===== src/rtl/pixel_color_classifier_top_assert.svh =====
// Assertion macros for the pixel color classifier.
`ifndef PIXEL_COLOR_CLASSIFIER_TOP_ASSERT_SVH
`define PIXEL_COLOR_CLASSIFIER_TOP_ASSERT_SVH
// Implication that holds every clock edge outside reset.
`define PCC_ASSERT_IMPL(label, clk, rst_n, ante, cons) \
  label: assert property (@(posedge clk) disable iff (!rst_n) (ante) |-> (cons)) \
    else $error("assertion failed");
// Next-cycle implication outside reset.
`define PCC_ASSERT_NEXT(label, clk, rst_n, ante, cons) \
  label: assert property (@(posedge clk) disable iff (!rst_n) (ante) |=> (cons)) \
    else $error("assertion failed");
`endif


===== src/rtl/pcc_pkg.sv =====
// Shared types, class codes and palette for the pixel color classifier.
`default_nettype none
package pcc_pkg;
  typedef enum logic [3:0] {
    CL_BLACK = 4'd0, CL_WHITE = 4'd1, CL_RED = 4'd2, CL_GREEN = 4'd3, CL_BLUE = 4'd4,
    CL_YELLOW = 4'd5, CL_BLUEGREEN = 4'd6, CL_LAV = 4'd7, CL_MAG = 4'd8,
    CL_GRAY = 4'd9, CL_NONE = 4'd10
  } class_t;

  typedef enum logic [1:0] {
    CF_UNRELIABLE = 2'd0, CF_GOOD = 2'd1, CF_CERTAIN = 2'd2
  } conf_t;

  typedef struct packed {
    logic [7:0] red_in;
    logic [7:0] green_in;
    logic [7:0] blue_in;
    logic [7:0] alpha_in;
    logic       frame_end;
  } pix_in_t;

  typedef struct packed {
    logic [7:0] red_out;
    logic [7:0] green_out;
    logic [7:0] blue_out;
    logic [7:0] alpha_out;
    logic [3:0] color_class;
    logic [3:0] second_class;
    logic [1:0] confidence;
    logic       frame_end_out;
  } pix_out_t;

  // hn up to 360*255, hd up to 255
  typedef struct packed {
    logic [16:0] hn;
    logic        achrom;
    logic [7:0]  hd;
    logic [7:0]  mx;
    logic [7:0]  dl;
    logic [7:0]  alpha;
    logic        frame_end;
  } hsv_t;

  // Comparison flags, one per threshold test of the tree.
  typedef struct packed {
    logic v_lt30, v_gt20, v_gt80, v_gt70, v_gt60, v_lt65, v_lt70, v_lt50, v_gt40;
    logic v_lt60, v_lt35, v_gt75;
    logic s_gt30, s_gt60, s_gt80, s_lt20, s_lt10, s_lt5, s_gt10, s_lt15, s_lt30;
    logic s_lt8, s_lt40, s_lt60, s_lt50;
    logic h_ge65, h_le170, h_lt40, h_gt10, h_lt30, h_gt330, h_le30, h_gt20, h_gt80;
    logic h_lt170, h_gt160, h_gt185, h_lt270, h_ge30, h_le80, h_ge70, h_ge150;
    logic h_le185, h_ge180, h_ge270, h_le330, h_lt280;
  } flags_t;

  function automatic logic [23:0] palette(input logic [3:0] c);
    case (c)
      CL_BLACK:     palette = {8'd0, 8'd0, 8'd0};
      CL_WHITE:     palette = {8'd255, 8'd255, 8'd255};
      CL_RED:       palette = {8'd255, 8'd0, 8'd0};
      CL_GREEN:     palette = {8'd0, 8'd255, 8'd0};
      CL_BLUE:      palette = {8'd0, 8'd0, 8'd255};
      CL_YELLOW:    palette = {8'd255, 8'd255, 8'd0};
      CL_BLUEGREEN: palette = {8'd0, 8'd235, 8'd217};
      CL_LAV:       palette = {8'd170, 8'd0, 8'd255};
      CL_MAG:       palette = {8'd255, 8'd0, 8'd255};
      CL_GRAY:      palette = {8'd127, 8'd127, 8'd127};
      default:      palette = {8'd154, 8'd115, 8'd86};
    endcase
  endfunction
endpackage
`default_nettype wire


===== src/rtl/pcc_hsv.sv =====
// Stage 1: max, min, delta and hue fraction of a pixel.
`default_nettype none
module pcc_hsv (
  input  wire logic            clk,
  input  wire logic            en,
  input  wire pcc_pkg::pix_in_t pix,
  output pcc_pkg::hsv_t        hsv_r
);
  logic [7:0] r, g, b, mx, mn, dl;
  logic signed [18:0] hn;
  pcc_pkg::hsv_t hsv_nxt;
  always_comb begin
    r = pix.red_in; g = pix.green_in; b = pix.blue_in;
    mx = (r > g) ? r : g;
    mn = (r > g) ? g : r;
    if (b > mx) mx = b;
    if (b < mn) mn = b;
    dl = mx - mn;
    if (r == mx) hn = 19'sd60 * ($signed({11'd0, g}) - $signed({11'd0, b}));
    else if (g == mx) hn = 19'sd120 * $signed({11'd0, dl})
                          + 19'sd60 * ($signed({11'd0, b}) - $signed({11'd0, r}));
    else hn = 19'sd240 * $signed({11'd0, dl})
              + 19'sd60 * ($signed({11'd0, r}) - $signed({11'd0, g}));
    if (hn < 0) hn = hn + 19'sd360 * $signed({11'd0, dl});
    hsv_nxt.hn = hn[16:0];
    hsv_nxt.achrom = (dl == 8'd0);
    hsv_nxt.hd = dl;
    hsv_nxt.mx = mx;
    hsv_nxt.dl = dl;
    hsv_nxt.alpha = pix.alpha_in;
    hsv_nxt.frame_end = pix.frame_end;
  end
  always_ff @(posedge clk) begin
    if (en) hsv_r <= hsv_nxt;
  end
endmodule
`default_nettype wire


===== src/rtl/pcc_cmp.sv =====
// Stage 2: exact threshold comparisons by cross multiplication.
`default_nettype none
module pcc_cmp (
  input  wire logic            clk,
  input  wire logic            en,
  input  wire pcc_pkg::hsv_t   hsv,
  output pcc_pkg::flags_t      flg_r,
  output logic [7:0]           alpha_r,
  output logic                 fe_r
);
  pcc_pkg::flags_t f;
  logic [15:0] va, sa;
  logic [16:0] hd;

  // hue vs t: achromatic hue counts as below every threshold
  function automatic logic hlt(input logic [16:0] hn, input logic [16:0] d,
                               input logic ach, input int t);
    logic [25:0] b;
    b = 26'(t) * 26'(d);
    hlt = ach || ({9'd0, hn} < b);
  endfunction
  function automatic logic hgt(input logic [16:0] hn, input logic [16:0] d,
                               input logic ach, input int t);
    logic [25:0] b;
    b = 26'(t) * 26'(d);
    hgt = !ach && ({9'd0, hn} > b);
  endfunction

  always_comb begin
    va = 16'(hsv.mx) * 16'd100;
    sa = 16'(hsv.dl) * 16'd100;
    hd = {9'd0, hsv.hd};
    // black pixel: dl is 0, so sa=0 against 0 fails every saturation test until the mx check below
    f.v_lt30 = va < 16'd7650;  f.v_gt20 = va > 16'd5100;
    f.v_gt80 = va > 16'd20400; f.v_gt70 = va > 16'd17850;
    f.v_gt60 = va > 16'd15300; f.v_lt65 = va < 16'd16575;
    f.v_lt70 = va < 16'd17850; f.v_lt50 = va < 16'd12750;
    f.v_gt40 = va > 16'd10200; f.v_lt60 = va < 16'd15300;
    f.v_lt35 = va < 16'd8925;  f.v_gt75 = va > 16'd19125;
    f.s_gt30 = sa > 16'd30 * 16'(hsv.mx); f.s_gt60 = sa > 16'd60 * 16'(hsv.mx);
    f.s_gt80 = sa > 16'd80 * 16'(hsv.mx); f.s_lt20 = sa < 16'd20 * 16'(hsv.mx);
    f.s_lt10 = sa < 16'd10 * 16'(hsv.mx); f.s_lt5  = sa < 16'd5 * 16'(hsv.mx);
    f.s_gt10 = sa > 16'd10 * 16'(hsv.mx); f.s_lt15 = sa < 16'd15 * 16'(hsv.mx);
    f.s_lt30 = sa < 16'd30 * 16'(hsv.mx); f.s_lt8  = sa < 16'd8 * 16'(hsv.mx);
    f.s_lt40 = sa < 16'd40 * 16'(hsv.mx); f.s_lt60 = sa < 16'd60 * 16'(hsv.mx);
    f.s_lt50 = sa < 16'd50 * 16'(hsv.mx);
    // mx of zero: saturation 0, every "below" test is true
    if (hsv.mx == 8'd0) begin
      f.s_lt20 = 1'b1; f.s_lt10 = 1'b1; f.s_lt5 = 1'b1; f.s_lt15 = 1'b1;
      f.s_lt30 = 1'b1; f.s_lt8 = 1'b1; f.s_lt40 = 1'b1; f.s_lt60 = 1'b1;
      f.s_lt50 = 1'b1;
    end
    f.h_ge65  = !hlt(hsv.hn, hd, hsv.achrom, 65);
    f.h_le170 = !hgt(hsv.hn, hd, hsv.achrom, 170);
    f.h_lt40  = hlt(hsv.hn, hd, hsv.achrom, 40);
    f.h_gt10  = hgt(hsv.hn, hd, hsv.achrom, 10);
    f.h_lt30  = hlt(hsv.hn, hd, hsv.achrom, 30);
    f.h_gt330 = hgt(hsv.hn, hd, hsv.achrom, 330);
    f.h_le30  = !hgt(hsv.hn, hd, hsv.achrom, 30);
    f.h_gt20  = hgt(hsv.hn, hd, hsv.achrom, 20);
    f.h_gt80  = hgt(hsv.hn, hd, hsv.achrom, 80);
    f.h_lt170 = hlt(hsv.hn, hd, hsv.achrom, 170);
    f.h_gt160 = hgt(hsv.hn, hd, hsv.achrom, 160);
    f.h_gt185 = hgt(hsv.hn, hd, hsv.achrom, 185);
    f.h_lt270 = hlt(hsv.hn, hd, hsv.achrom, 270);
    f.h_ge30  = !hlt(hsv.hn, hd, hsv.achrom, 30);
    f.h_le80  = !hgt(hsv.hn, hd, hsv.achrom, 80);
    f.h_ge70  = !hlt(hsv.hn, hd, hsv.achrom, 70);
    f.h_ge150 = !hlt(hsv.hn, hd, hsv.achrom, 150);
    f.h_le185 = !hgt(hsv.hn, hd, hsv.achrom, 185);
    f.h_ge180 = !hlt(hsv.hn, hd, hsv.achrom, 180);
    f.h_ge270 = !hlt(hsv.hn, hd, hsv.achrom, 270);
    f.h_le330 = !hgt(hsv.hn, hd, hsv.achrom, 330);
    f.h_lt280 = hlt(hsv.hn, hd, hsv.achrom, 280);
  end
  always_ff @(posedge clk) begin
    if (en) begin
      flg_r <= f;
      alpha_r <= hsv.alpha;
      fe_r <= hsv.frame_end;
    end
  end
endmodule
`default_nettype wire


===== src/rtl/pcc_tree.sv =====
// Stage 3: decision tree over the comparison flags and palette lookup.
`default_nettype none
module pcc_tree (
  input  wire logic            clk,
  input  wire logic            en,
  input  wire pcc_pkg::flags_t f,
  input  wire logic [7:0]      alpha,
  input  wire logic            fe,
  output pcc_pkg::pix_out_t    res_r
);
  logic [3:0] res, sec;
  logic [1:0] cert;
  logic done;
  logic [23:0] pal;
  pcc_pkg::pix_out_t res_nxt;

  always_comb begin
    cert = pcc_pkg::CF_CERTAIN;
    res = pcc_pkg::CL_NONE;
    sec = pcc_pkg::CL_NONE;
    done = 1'b0;
    if (f.v_lt30) begin
      if (f.s_gt30 && f.v_gt20) begin
        sec = pcc_pkg::CL_BLACK;
        if (f.s_gt60 && f.h_ge65 && f.h_le170) begin
          res = pcc_pkg::CL_GREEN; done = 1'b1;
        end else if (f.s_gt80) cert = pcc_pkg::CF_UNRELIABLE;
        else cert = pcc_pkg::CF_GOOD;
      end else begin
        res = pcc_pkg::CL_BLACK; done = 1'b1;
      end
    end else if ((f.v_gt80 && f.s_lt20) || (f.v_gt70 && f.s_lt10) ||
                 (f.v_gt60 && f.s_lt5)) begin
      res = pcc_pkg::CL_WHITE;
      if (f.s_gt10) begin
        cert = pcc_pkg::CF_UNRELIABLE; res = pcc_pkg::CL_NONE; sec = pcc_pkg::CL_WHITE;
      end else begin
        if (f.v_lt70) begin
          sec = pcc_pkg::CL_GRAY; cert = pcc_pkg::CF_GOOD;
        end
        done = 1'b1;
      end
    end else if ((f.v_lt65 && f.s_lt15) || (f.v_lt70 && f.s_lt10) ||
                 (f.v_lt50 && f.s_lt30 && f.h_lt40 && f.h_gt10)) begin
      if (f.v_lt50) begin
        res = pcc_pkg::CL_BLACK; cert = pcc_pkg::CF_GOOD;
        if (f.v_gt40) sec = pcc_pkg::CL_GRAY;
        done = 1'b1;
      end else if (f.s_lt8) begin
        cert = pcc_pkg::CF_GOOD; res = pcc_pkg::CL_WHITE; sec = pcc_pkg::CL_GRAY;
        done = 1'b1;
      end else begin
        cert = pcc_pkg::CF_UNRELIABLE; sec = pcc_pkg::CL_GRAY;
      end
    end
    if (!done) begin
      if (f.h_lt30 || f.h_gt330) begin
        if (f.h_gt10 && f.h_le30 && f.s_lt40) begin
          if (f.h_gt20) begin
            res = pcc_pkg::CL_YELLOW; cert = pcc_pkg::CF_GOOD;
          end else begin
            res = pcc_pkg::CL_RED; cert = pcc_pkg::CF_UNRELIABLE;
          end
          if (f.v_lt70) sec = pcc_pkg::CL_GRAY;
        end else begin
          res = pcc_pkg::CL_RED;
          if (((f.s_lt30 && f.v_lt60) || (f.s_lt40 && f.v_lt35)) &&
              cert == pcc_pkg::CF_CERTAIN) cert = pcc_pkg::CF_GOOD;
        end
      end else if (f.h_gt80 && f.h_lt170) begin
        res = pcc_pkg::CL_GREEN;
        if (f.s_lt20 && cert == pcc_pkg::CF_CERTAIN) cert = pcc_pkg::CF_GOOD;
        if (f.h_gt160 && (f.s_lt60 || f.v_gt60)) begin
          cert = pcc_pkg::CF_UNRELIABLE; sec = pcc_pkg::CL_BLUE;
        end
      end else if (f.h_gt185 && f.h_lt270) begin
        if (f.s_lt30) begin
          if (cert == pcc_pkg::CF_CERTAIN) cert = pcc_pkg::CF_GOOD;
          if (f.v_gt75) begin
            res = pcc_pkg::CL_WHITE; sec = pcc_pkg::CL_BLUE;
          end else begin
            res = pcc_pkg::CL_BLUE;
            sec = f.v_lt60 ? pcc_pkg::CL_GRAY : pcc_pkg::CL_WHITE;
          end
        end else res = pcc_pkg::CL_BLUE;
      end else begin
        if (f.s_lt50) cert = pcc_pkg::CF_UNRELIABLE;
        if (f.h_ge30 && f.h_le80) begin
          res = f.h_ge70 ? pcc_pkg::CL_GREEN : pcc_pkg::CL_YELLOW;
        end else begin
          if (cert == pcc_pkg::CF_CERTAIN) cert = pcc_pkg::CF_GOOD;
          if (f.h_ge150 && f.h_le185) begin
            if (f.h_ge180) res = pcc_pkg::CL_BLUE;
            else if (f.h_lt170) begin
              res = pcc_pkg::CL_GREEN; sec = pcc_pkg::CL_BLUE;
            end else begin
              res = pcc_pkg::CL_BLUE; sec = pcc_pkg::CL_GREEN;
            end
          end else if (f.h_ge270 && f.h_le330) begin
            if (f.h_lt280) begin
              res = pcc_pkg::CL_BLUE;
              if (sec == pcc_pkg::CL_NONE) sec = pcc_pkg::CL_LAV;
            end else begin
              res = pcc_pkg::CL_RED;
              if (sec == pcc_pkg::CL_NONE) sec = pcc_pkg::CL_MAG;
            end
          end
        end
      end
    end
    pal = pcc_pkg::palette((cert == pcc_pkg::CF_CERTAIN) ? res : pcc_pkg::CL_NONE);
    res_nxt.red_out = pal[23:16];
    res_nxt.green_out = pal[15:8];
    res_nxt.blue_out = pal[7:0];
    res_nxt.alpha_out = alpha;
    res_nxt.color_class = res;
    res_nxt.second_class = sec;
    res_nxt.confidence = cert;
    res_nxt.frame_end_out = fe;
  end
  always_ff @(posedge clk) begin
    if (en) res_r <= res_nxt;
  end
endmodule
`default_nettype wire


===== src/rtl/pixel_color_classifier_top.sv =====
// Three stage registers (HSV, compare, tree) advance together, in that order.
// Throughput: one pixel per cycle while the output is not stalled.
// A stall at the output holds the whole pipeline; nothing is lost or repeated.
// Reset (rst_n low, synchronous) clears the stage valid bits; data needs none.
`default_nettype none
module pixel_color_classifier_top #(
  parameter int RATIO_FRACTION_BITS = 16
) (
  input  wire logic          clk,
  input  wire logic          rst_n,
  input  wire logic          in_valid,
  output logic               in_stall,
  input  wire pcc_pkg::pix_in_t in_data,
  output logic               out_valid,
  input  wire logic          out_stall,
  output pcc_pkg::pix_out_t  out_data
);
  `include "pixel_color_classifier_top_assert.svh"
  logic [2:0] vld_r, vld_nxt;
  logic adv;
  pcc_pkg::hsv_t hsv;
  pcc_pkg::flags_t flg;
  logic [7:0] alpha2;
  logic fe2;

  // hold everything while the output waits
  assign adv = !(vld_r[2] && out_stall);
  assign in_stall = !adv;
  assign out_valid = vld_r[2];

  pcc_hsv u_hsv (.clk(clk), .en(adv), .pix(in_data), .hsv_r(hsv));
  pcc_cmp u_cmp (.clk(clk), .en(adv), .hsv(hsv), .flg_r(flg), .alpha_r(alpha2),
                 .fe_r(fe2));
  pcc_tree u_tree (.clk(clk), .en(adv), .f(flg), .alpha(alpha2), .fe(fe2),
                   .res_r(out_data));

  always_comb begin
    vld_nxt = adv ? {vld_r[1:0], in_valid} : vld_r;
  end
  always_ff @(posedge clk) begin
    if (!rst_n) vld_r <= 3'b000;
    else vld_r <= vld_nxt;
  end

  `PCC_ASSERT_NEXT(a_hold, clk, rst_n, out_valid && out_stall, out_valid && $stable(out_data))
  `PCC_ASSERT_IMPL(a_nostall, clk, rst_n, !out_valid, !in_stall)
  `PCC_ASSERT_NEXT(a_flow, clk, rst_n, in_valid && !in_stall, vld_r[0])
  `PCC_ASSERT_IMPL(a_conf, clk, rst_n, out_valid, out_data.confidence != 2'd3)
endmodule
`default_nettype wire

===== config.mk =====
export PLATFORM = sky130hd
export DESIGN_NAME = pixel_color_classifier_top
export DESIGN_NICKNAME = d
export VERILOG_FILES = /design/src/rtl/pcc_pkg.sv /design/src/rtl/pcc_hsv.sv /design/src/rtl/pcc_cmp.sv /design/src/rtl/pcc_tree.sv /design/src/rtl/pixel_color_classifier_top.sv
export VERILOG_INCLUDE_DIRS = /design/src /design/src/rtl
export SDC_FILE = /design/constraint.sdc
export NUM_CORES = 1
export LEC_CHECK = 0
export ABC_AREA = 1
export BUFFER_PORTS_ARGS = -buffer_cell sky130_fd_sc_hd__buf_4
export CAP_MARGIN = 15
export CORE_MARGIN = 2
export CORE_UTILIZATION = 30
export CTS_CLUSTER_DIAMETER = 50
export DETAILED_ROUTE_END_ITERATION = 10
export PLACE_DENSITY = 0.5
export RECOVER_POWER = 100
export SLEW_MARGIN = 10
export SYNTH_ARGS = -nofsm -noshare
export SYNTH_HDL_FRONTEND = slang
export SYNTH_SLANG_ARGS = --single-unit
export TNS_END_PERCENT = 50

===== constraint.sdc =====
create_clock -name clk -period 11.67 [get_ports clk]
set_clock_uncertainty 0.1 [all_clocks]
set_input_delay 1.7505 -clock clk [delete_from_list [all_inputs] [get_ports clk]]
set_output_delay 1.7505 -clock clk [all_outputs]
set_load 0.005 [all_outputs]

# Word level (Yosys, flattened, before mapping)
# Memories as Yosys holds them, arrays and structs flattened. A register that Yosys moved wholly into a read port is not among the register bits.
# Index checks and enable logic that the tools add are counted.
# word_totals
ff_bits	121
latchBits	0
ram_bits	0
romBits	384
inputBits	37
out_inout_bits	45
elab_cells	309
n_memories	1
# op_classes
add_sub_neg	7
mul	32
div_mod_pow	0
magnitude_cmp	46
eq_ne	6
shifts	0
mux	93
bitwise	0
n_reduce_logical	63
# mem_list
name	words	width	read_ports	rd_ports_with_merged_regs	wr	line_no	source
(no name shown)	16	24	1	1	0	pcc_pkg.sv:56	case (c)
# op_table
operator	count
$mux 4	39
$mul 3x8->11 const A	10
$mul 4x8->12 const A	6
$mul 5x19->17 const A	3
$mul 6x8->14 const A	4
$mux 2	28
$gt 17x16->1	3
$lt 17x16->1	3
$mul 8x8->16 const A	3
$gt 15x15->1 const B	3
$lt 15x14->1	3
$lt 15x14->1 const B	3
$mul 7x8->15 const A	3
$add 19x19->19	2
$mux 19	2
$gt 17x13->1	2
$lt 17x15->1	2
$lt 17x17->1	2
$logic_and 1x1->1	32
$mux 8	4
$gt 15x14->1 const B	2
$lt 15x11->1	2
$lt 15x12->1	2
$lt 15x13->1	2
29 further kinds	82

# Logic depth before layout (Yosys ltp)
# Gate-level depths: netlist of run 1.
# depth
ltp_word	21
depth_mapped	65
ltp_nobuf	63

# Cells and area by module
# Synthesis of run 1 repeated with hierarchy kept, for this count alone.
# unflattened
cells_unflattened	4009
hier_area_um2	31081.1
# by_module_without_submodules
module	instances	cells_each	area_per_inst_um2	seq_area_each_um2
pcc_cmp	1	2259	17908.4	1681.6
pcc_hsv	1	1454	10742.8	1231.2
pcc_tree	1	278	2311.0	1021.0
pixel_color_classifier_top	1	18	118.9	60.1

# Worst setup path after synthesis of run 1
# Ideal clock, no wire load.
# synth_path
path_type	input-to-reg
startpoint	input in_data[21] (netlist name)
endpoint	register u_hsv.hsv_r[50] (netlist name), data pin
setup_ns	0.253
t_arrival_ns	10.341
required_ns	11.317
path_slack_ns	0.976
path_stages	56
n_path_buf	4
cell_sequence	inv_1 > ha_1 > a21oi_1 > nand2_1 > nand2_1 > nand3_2 > nand2_2 > buf_4 > clkbuf_1 > clkbuf_1 > nand2_1 > o21ai_0 > ha_1 > a21oi_1 > nor2_1 > a211oi_1 > nand2_1 > clkbuf_1 > [20 not listed] > inv_1 > a31oi_1 > xor2_1 > inv_1 > nand2_1 > nand2_1 > o21ai_1 > inv_1 > ha_1 > nand2_1 > nor2_1 > a211oi_1 > o21ai_0 > xor2_1 > inv_1 > nand3_1 > nor2_1 > nor2_1
# synth_between
elab_chain_cells	11
word_cells_on_any_way	24
classes_between	add/sub (6); mul (5); order compare (4); eq/ne (2); mux (7)
# synth_rtl
item	line_no	source
start, declared	pixel_color_classifier_top.sv:13	input wire pcc_pkg::pix_in_t in_data,
$gt 8x8->1	pcc_hsv.sv:14, pcc_hsv.sv:15	
$mux 8 (on tied branches)	pcc_hsv.sv:14, pcc_hsv.sv:15	
$gt 8x8->1 or $lt 8x8->1 (tied branches)	pcc_hsv.sv:16, pcc_hsv.sv:17	
$mux 8 (on tied branches)	pcc_hsv.sv:16, pcc_hsv.sv:17	
$sub 8x8->8 *	pcc_hsv.sv:18	dl = mx - mn;
named net u_hsv.dl[6]	pcc_hsv.sv:9	logic [7:0] r, g, b, mx, mn, dl;
$mul 4x8->12	pcc_hsv.sv:20, pcc_hsv.sv:22	
$add 19x19->19 (on tied branches)	pcc_hsv.sv:21, pcc_hsv.sv:23	
$mux 19	pcc_hsv.sv:20	else if (g == mx) hn = 19'sd120 * $signed({11'd0, dl})
$mux 19	pcc_hsv.sv:19	if (r == mx) hn = 19'sd60 * ($signed({11'd0, g}) - $signed({11'd0, b}));
$add 17x17->17 or $lt 19x1->1 (tied branches)	pcc_hsv.sv:24	if (hn < 0) hn = hn + 19'sd360 * $signed({11'd0, dl});
$mux 17 *	pcc_hsv.sv:24	
named net u_hsv.hn[16]	pcc_hsv.sv:10	logic signed [18:0] hn;
end signal, assigned	pcc_hsv.sv:34	if (en) hsv_r <= hsv_nxt;
end, declared	pcc_hsv.sv:7	output pcc_pkg::hsv_t hsv_r
# Mark *: on every way through the listed nets, which the timed path passes. The rest lies on a longest branch.
# A chain may end at the register's enable or synchronous reset.

# Worst setup path after layout of run 1
# layout_path
startpoint	input in_data[21] (netlist name)
endpoint	register u_hsv.hsv_r[47] (netlist name), data pin
# Same word-level chain as after synthesis.

==> results of run 1 <==
-- critical path: cells and delay by family --
kind / cells / cell delay, ns
fa+ha+maj: 8 / 3.13
simple gates: 16 / 2.00
compound gates: 10 / 2.36
buf+inv: 9 / 1.27
xor+xnor: 1 / 0.28
-- cells in the final DEF (no fill, tap or decap), types with 54 or more instances in the layout --
master	Yosys	final
inv_1	701	702
o21bai_1	54	54
nor2_1	154	154
xnor2_1	71	71
fa_1	158	158
buf_4	12	61
nand3_1	144	145
a21oi_1	316	316
o21ai_0	142	150
nand2_1	515	517
edfxtp_1	131	131
ha_1	739	739
xor2_1	148	148
-- synth_stat cells (12+ instances only) --
master / instances / area (sq um)
ha_1: 739 / 9246
inv_1: 701 / 2631
nand2_1: 515 / 1933
a21oi_1: 316 / 1582
fa_1: 158 / 3163
nor2_1: 154 / 578.1
xor2_1: 148 / 1296
nand3_1: 144 / 720.7
o21ai_0: 142 / 710.7
edfxtp_1: 131 / 3934
xnor2_1: 71 / 621.9
o21bai_1: 54 / 405.4
nand4_1: 48 / 300.3
a21o_1: 23 / 172.7
nor3_1: 21 / 105.1
a211oi_1: 17 / 127.6
nand2_2: 17 / 106.4
o21ai_1: 17 / 85.08
o221ai_1: 16 / 140.1
o211ai_1: 13 / 97.59
or2_2: 13 / 81.33
a31oi_1: 12 / 75.07
buf_4: 12 / 90.09
-- state kept, by name (all words and copies together) (netlist names) --
signal and cells:
u_cmp.flg_r 47, u_hsv.hsv_r 41, u_tree.res_r 34, u_cmp.alpha_r 8, vld_r 3, u_cmp.fe_r 1
-- logic make-up after synthesis --
family / count (synthesis)
multiplexers: 2
buffers and inverters: 732
adder cells (fa/ha/maj): 897
AND/OR/NAND/NOR: 939
AO/OA/AOI/OAI: 657
XOR/XNOR: 220
flip-flops: 134
-- stage by stage --
| stage | instance area, sq um | std cells | hold WS (ns) |
|---|---|---|---|
| 4_1_cts | 32010 | 4987 | 0.3202 |
| 5_1_grt | 31930 | 4989 | 0.3245 |
| 3_3_place_gp | 31370 | 4955 | 0.3006 |
| 2_1_floorplan | 29030 | 3581 | 0.3003 |
| 6_report | 31930 | 4989 | 0.3167 |
| 3_5_place_dp | 31370 | 4955 | 0.3045 |
-- area by class of cell --
type	count	area, sq um	area share (%)
Multi-Input combinational cell	2715	22190	69.49
Sequential cell	134	3994	12.51
Inverter	706	2651	8.304
Tap cell	1276	1597	5.000
Timing Repair Buffer	126	863.3	2.704
Clock buffer	17	425.4	1.332
Clock inverter	15	210.2	0.6583
-- what timing repair did --
item,4_1_cts,5_1_grt
setup buffers,0,2
gates resized for setup,0,3
endpoints found under the setup margin,0,1
-- worst max path at each step --
stage	endpoint	cells past startpoint	slack [ns]
6_report	u_hsv.hsv_r[47]	44	0.94
4_1_cts	u_hsv.hsv_r[50]	54	0.90
3_5_place_dp	u_hsv.hsv_r[50]	57	0.45
3_3_place_gp	u_hsv.hsv_r[50]	57	0.56
2_1_floorplan	u_hsv.hsv_r[50]	56	0.98
5_1_grt	u_hsv.hsv_r[50]	51	0.09
-- per-layer routing --
metal	GRT usage (%)	part of all wire (%)
met4	3.063	1.6
met5	0	0
met2	27.77	47
met3	1.651	3.3
met1	22.27	49
==> qor.yml, run 1 <==
hold_violations: 0
slew_violations: 163
hold_buffers: 0
dr_total_vias: 23610
antenna_cells: 0
synth_xor_area_share_pct: 6.664
period_needed_ns: 10.73
htreeDepth: 4
ys_seq_area_share_pct: 13.76
violations: "capacitance limit, slew limit"
cts.sinks: 134
r2r_end: "u_cmp.flg_r[10]"
synth_edf_count: 131
synth_nets: 4515
cp.required_ns: 11.74
grt_max_degree: 48
yosysWarnings: 0
arrival_ns: 10.80
vias_per_cell: 4.733
synth_mux_area_share_pct: 0.06896
status: "finished, violations left"
async_flop_share_pct: 0
drive_gt1_share_pct: 4.929
start_util_pct: 30.15
clk_latency_ns: 0.45
fmaxAchievable_mhz: 93.20
syn_inst: 3581
fin_nets: 4634
die_w_um: 315.1
worstReg2RegStart: "u_hsv.hsv_r[26]"
overflow: 0
antenna_left: 0
synth_area_sq_um: 29030
grt_pass1_vias: 23240
final_core_util_pct: 33.16
areaGrowthSynthToFinish_pct: 9.991
max_slew.worst_pin.slew_ns: 2.805
die_y_um: 315.1
worstSetupStartpointType: "input port"
critPathMaxStageDelay_ns: 0.54
drc: 0
gp_congestion: 0.8627
synth.avg_cell_area_sq_um: 8.106
hold_start: "u_cmp.alpha_r[5]"
wl_per_cell_um: 16.05
die_area_sq_um: 99270
setup_viol: 0
synthSimpleGateAreaFrac_pct: 13.87
antenna_found_initial: 0
synth_seq_cells: 134
synth-compound-area-share_pct: 13.11
grt_pass1_wl_mm: 126.8
critPathKind: "in2reg"
clkTransAtPathRegs_ns: 0.07
critPathMaxFanout: 21
cts_tree: "built"
yosysUniqueCellTypes: 61
slowest_stage: "fa_1"
core_area_sq_um: 96280
fin_crit_sh_pct: 91.94
cts_made_buffers: 17
synth_top_family_by_area: "adder cells"
io_pins: 82
n_fill_cell: 10290
hpwl_mm: 65.59
final.setup.tns_ns: 0
clk_path_buf_depth: 2
hold_end: "u_tree.res_r[16]"
cap_violations: 4
reg2reg_depth: 22
clock-root-buffer: "clkbuf_16"
num_rows: 114
grt_use_total_pct: 16.27
detail_route.first_pass.iterations: 5
timing.slew.headroom_pct: -86.97
hold_path.class: "reg2reg"
synthAdderAreaFrac_pct: 42.75
io_buffers: 81
rsz0062_at_grt: "false"
worstHoldPathCells: 0
drtIter0Drc: 1159
reg2reg_slack_ns: 4.47
endpoint_kind: "register"
wirelength_mm: 80.06
startpoint: "in_data[21]"
post-place-ws_ns: 0.4466
layout_setup_ws_ns: 0.9403
ys.flop_type: "edfxtp_1"
Power of run 1 is left out: the tool's default activity adds up to more than one toggle a clock period on the data nets, which glitch-free logic cannot reach.
==> inputs of run 2 (changes only) <==
- clock period: 11.67 -> 11.7 ns (I/O delays scaled with it)
==> qor.yml, run 2 (synthesized netlist as in run 1, its figures left out) <==
status: "finished, violations left"
violations: "capacitance limit, slew limit"
clock-root-buffer: "clkbuf_16"
arrival_ns: 10.91
clk_path_buf_depth: 2
crit_family: "adder cells"
fmaxAchievable_mhz: 92.16
worstHoldPathCells: 0
htreeDepth: 4
hold_path.class: "reg2reg"
reg.largest.list: "u_cmp.flg_r (47), u_hsv.hsv_r (41), u_tree.res_r (34)"
critPathKind: "in2reg"
path_buf_inv: 9
endpoint_kind: "register"
drive_gt1_share_pct: 4.933
antenna_cells: 0
timing.slew.headroom_pct: -200.9
hold_end: "u_cmp.alpha_r[2]"
max_flop_register: "u_cmp.flg_r"
cp.required_ns: 11.76
grt_pass1_wl_mm: 126.1
drc: 0
cap_violations: 3
core_area_sq_um: 96280
antenna_left: 0
max_slew.worst_pin.slew_ns: 4.513
gp_congestion: 0.8539
dr_total_vias: 23700
fin_hold_ws_ns: 0.3155
detail_route.first_pass.iterations: 5
slowest_stage: "fa_1"
reg2reg_slack_ns: 4.64
crit_top_cell: "nand2_1"
worstSetupStartpointType: "input port"
hpwl_mm: 65.30
setup_viol: 0
hold_violations: 0
grt_util_met1_pct: 22.00
reg2reg_depth: 22
cts_made_buffers: 17
critPathMaxStageDelay_ns: 0.54
final_core_util_pct: 33.14
io_buffers: 81
largest_reg_flops: 47
cts.sinks: 134
drtIter0Drc: 1364
layout_setup_ws_ns: 0.8489
hold_start: "u_hsv.hsv_r[3]"
worstReg2RegStart: "u_hsv.hsv_r[26]"
fin_crit_sh_pct: 92.74
post-place-ws_ns: 0.5687
die_area_sq_um: 99270
rsz0062_at_grt: "false"
wl_per_cell_um: 15.99
critPathMaxFanout: 22
layout_commonest_cell: "ha_1"
slew_violations: 161
r2r_end: "u_cmp.flg_r[10]"
clk_latency_ns: 0.45
antenna_found_initial: 1
hold_buffers: 0
areaGrowthSynthToFinish_pct: 9.900
fin_nets: 4631
wirelength_mm: 79.73
die_w_um: 315.1
worst-path-stages: 44
num_rows: 114
period_needed_ns: 10.85
overflow: 0
start_util_pct: 30.15
vias_per_cell: 4.753
grt_max_degree: 90
grt_use_met3_pct: 1.513
grt_use_met2_pct: 27.31
clkTransAtPathRegs_ns: 0.07
grt_pass1_vias: 23140
die_y_um: 315.1
io_pins: 82
grt_busiest_layer: "met2"
final_cell_mix: "ha_1, inv_1, nand2_1, a21oi_1, fa_1"
cts_tree: "built"
final.setup.tns_ns: 0
grt_use_total_pct: 16.13
[run 2: how the worst max path moves through the flow]
| stage | start | slack (ns) | endpoint |
|---|---|---|---|
| after detailed placement | in_data[21] | 0.57 | u_hsv.hsv_r[50] |
| after global placement | in_data[24] | 0.66 | u_hsv.hsv_r[50] |
| after floorplan | in_data[21] | 1.00 | u_hsv.hsv_r[50] |
| final | in_data[21] | 0.85 | u_hsv.hsv_r[47] |
| after CTS | in_data[21] | 1.01 | u_hsv.hsv_r[50] |
| after global routing | in_data[22] | 0.02 | u_hsv.hsv_r[47] |
[run 2: layout make-up]
cell class / instances / area [sq um]
clock buffers: 17 / 425.4
fillers: 10340 / 64380
clock inverters: 15 / 205.2
multi-input cells: 2715 / 22180
inverters: 706 / 2651
well taps: 1276 / 1597
flip-flops and latches: 134 / 3994
repair buffers: 123 / 852.1
[run 2: layer usage]
layer / wire, um / vias to the layer above
met2: 37170 / 382
met5: 0 / -
met3: 2571 / 74
met4: 1608 / 0
met1: 38370 / 11000
li1: - / 12240
[run 2: repair_timing]
item | CTS | global route
endpoints found under the setup margin | 0 | 1
gates resized for setup | 0 | 1
setup buffers | 0 | 0
hold endpoints to repair | 0 | 0
[run 2: per-stage QoR]
stage / cell area (sq um) / std cells
after global routing: 31900 / 4986
after floorplan: 29030 / 3581
after detailed placement: 31370 / 4954
final: 31900 / 4986
after CTS: 32000 / 4986
after global placement: 31370 / 4954
Power of run 2 is left out for the same reason.
==> inputs of run 3 (changes only) <==
- ABC_AREA: 1 -> unset
==> qor.yml, run 3 <==
syn_inst: 3321
synth_area_sq_um: 29700
worstSetupStartpointType: "input port"
cts_tree: "built"
yosysWarnings: 0
critPathMaxStageDelay_ns: 0.63
reg.largest.list: "u_cmp.flg_r (47), u_hsv.hsv_r (41), u_tree.res_r (34)"
grt_max_degree: 82
endpoint_kind: "register"
yosysMostFrequentCell: "ha_1"
start_util_pct: 30.22
drive_gt1_share_pct: 7.835
startpoint: "in_data[18]"
hold_violations: 0
antenna_found_initial: 0
rsz0062_at_grt: "false"
die_w_um: 318.7
grt_pass1_wl_mm: 132.5
max_flop_register: "u_cmp.flg_r"
yosysUniqueCellTypes: 82
clk_path_buf_depth: 2
multi_input_area_sq_um: 23730
wl_per_cell_um: 17.40
fmaxAchievable_mhz: 90.33
synth_edf_count: 131
arrival_ns: 11.13
grt_pass1_vias: 23410
areaGrowthSynthToFinish_pct: 11.96
fin_nets: 4431
n_fill_cell: 10260
yosys.area.top_type: "ha_1"
period_needed_ns: 11.07
layout_commonest_cell: "ha_1"
synth_nets: 4255
io_buffers: 81
synth_top_area_share_pct: 31.13
cts.sinks: 134
wirelength_mm: 83.48
grt_use_total_pct: 16.49
final_core_util_pct: 33.84
max_slew.worst_pin.slew_ns: 3.162
die_area_sq_um: 101500
dr_total_vias: 23610
seq_area_sq_um: 3994
largest_reg_flops: 47
cts_made_buffers: 17
io_pins: 82
clock-root-buffer: "clkbuf_16"
num_rows: 115
final.setup.tns_ns: 0
slew_violations: 161
htreeDepth: 4
cap_violations: 3
antenna_left: 0
slowest_stage: "clkbuf_1"
ys_top_cells_by_area: "ha_1, edfxtp_1, fa_1, inv_1, xnor2_1"
critPathMaxFanout: 11
hold_start: "u_hsv.hsv_r[3]"
hold_buffers: 0
core_area_sq_um: 98280
async_flop_share_pct: 0
clk_latency_ns: 0.44
synth_seq_cells: 134
fin_crit_sh_pct: 94.62
final_cell_mix: "ha_1, inv_1, a21oi_1, xnor2_1, fa_1"
antenna_cells: 0
reg2reg_slack_ns: 4.54
synth.avg_cell_area_sq_um: 8.944
hpwl_mm: 68.38
overflow: 0
crit_top_cell: "a21oi_1"
synthTopCellsByCount: "ha_1, inv_1, a21oi_1"
status: "finished, violations left"
cp.required_ns: 11.76
gp_congestion: 0.8902
setup_viol: 0
hold_path.class: "reg2reg"
die_y_um: 318.7
drc: 0
detail_route.first_pass.iterations: 5
ys_seq_area_share_pct: 13.45
drtIter0Drc: 1317
clkTransAtPathRegs_ns: 0.07
worstReg2RegStart: "u_hsv.hsv_r[27]"
critPathKind: "in2reg"
timing.slew.headroom_pct: -111.3
vias_per_cell: 4.922
ys.flop_type: "edfxtp_1"
violations: "capacitance limit, slew limit"
-- run 3: cell types whose count changed after synthesis, sizes merged, moves of 17 or more --
cell	delta
nand2b	+53
mux2i	+65
nand3	-102
nand2	-396
xor2	-81
mux2	+17
nor2b	+64
a21o	+110
inv	-198
a21oi	-60
xnor2	+92
o21a	+46
-- run 3: metrics by stage --
step                      hold WS (ns)  setup slack (ns)  area [sq um]  instances
after CTS                       0.3162            0.4000         33180       4796
final                           0.3158            0.6291         33260       4797
after global placement          0.3004            0.1239         32620       4764
after floorplan                 0.3003           0.01383         29710       3321
after global routing            0.3279          0.003577         33260       4797
after detailed placement        0.3045          -0.05355         32620       4764
-- run 3: final cells by class --
| cell class | instances | share of cell area, % |
|---|---|---|
| clock buffers | 17 | 1.279 |
| clock inverters | 15 | 0.4214 |
| inverters | 511 | 5.768 |
| multi-input cells | 2636 | 71.34 |
| flip-flops and latches | 134 | 12.01 |
| well taps | 1287 | 4.842 |
| repair buffers | 197 | 4.338 |
-- run 3: cells by family (layout without fill, tap and decap cells) --
family	Yosys count	count (layout)	synth area share, %
mux	84	84	2.928
xor+xnor	231	231	6.811
flops	134	134	13.45
buf+inv	551	740	7.174
simple gates	619	619	10.59
compound gates	805	805	17.28
fa+ha+maj	897	897	41.78
-- run 3: repair_timing --
item / CTS / global route
gates resized for setup: 0 / 28
buffers inserted: 0 / 1
setup endpoints to repair: 0 / 6
-- run 3: routing by layer --
metal	wire (um)	vias up	GRT usage, %
li1	-	12030	-
met1	40500	11190	22.63
met2	40100	337	28.71
met3	1950	54	1.189
met4	925	0	2.507
met5	0	-	0
-- run 3: final timing paths --
check,end,cells after the start
worst min-delay path,u_cmp.alpha_r[2],0
worst max-delay path,u_hsv.hsv_r[44],45
worst min register to register,u_cmp.alpha_r[2],0
worst max register to register,u_cmp.flg_r[20],27
-- run 3: critical path: cells and delay by family --
family                     cells  cell delay (ns)
buffers and inverters          7             1.29
adders and majority gates      6             1.97
AOI/OAI and AO/OA             20             4.06
and+or+nand+nor                8             1.24
muxes                          1             0.35
xor gates and xnor gates       3             0.43
Power of run 3 is left out for the same reason.
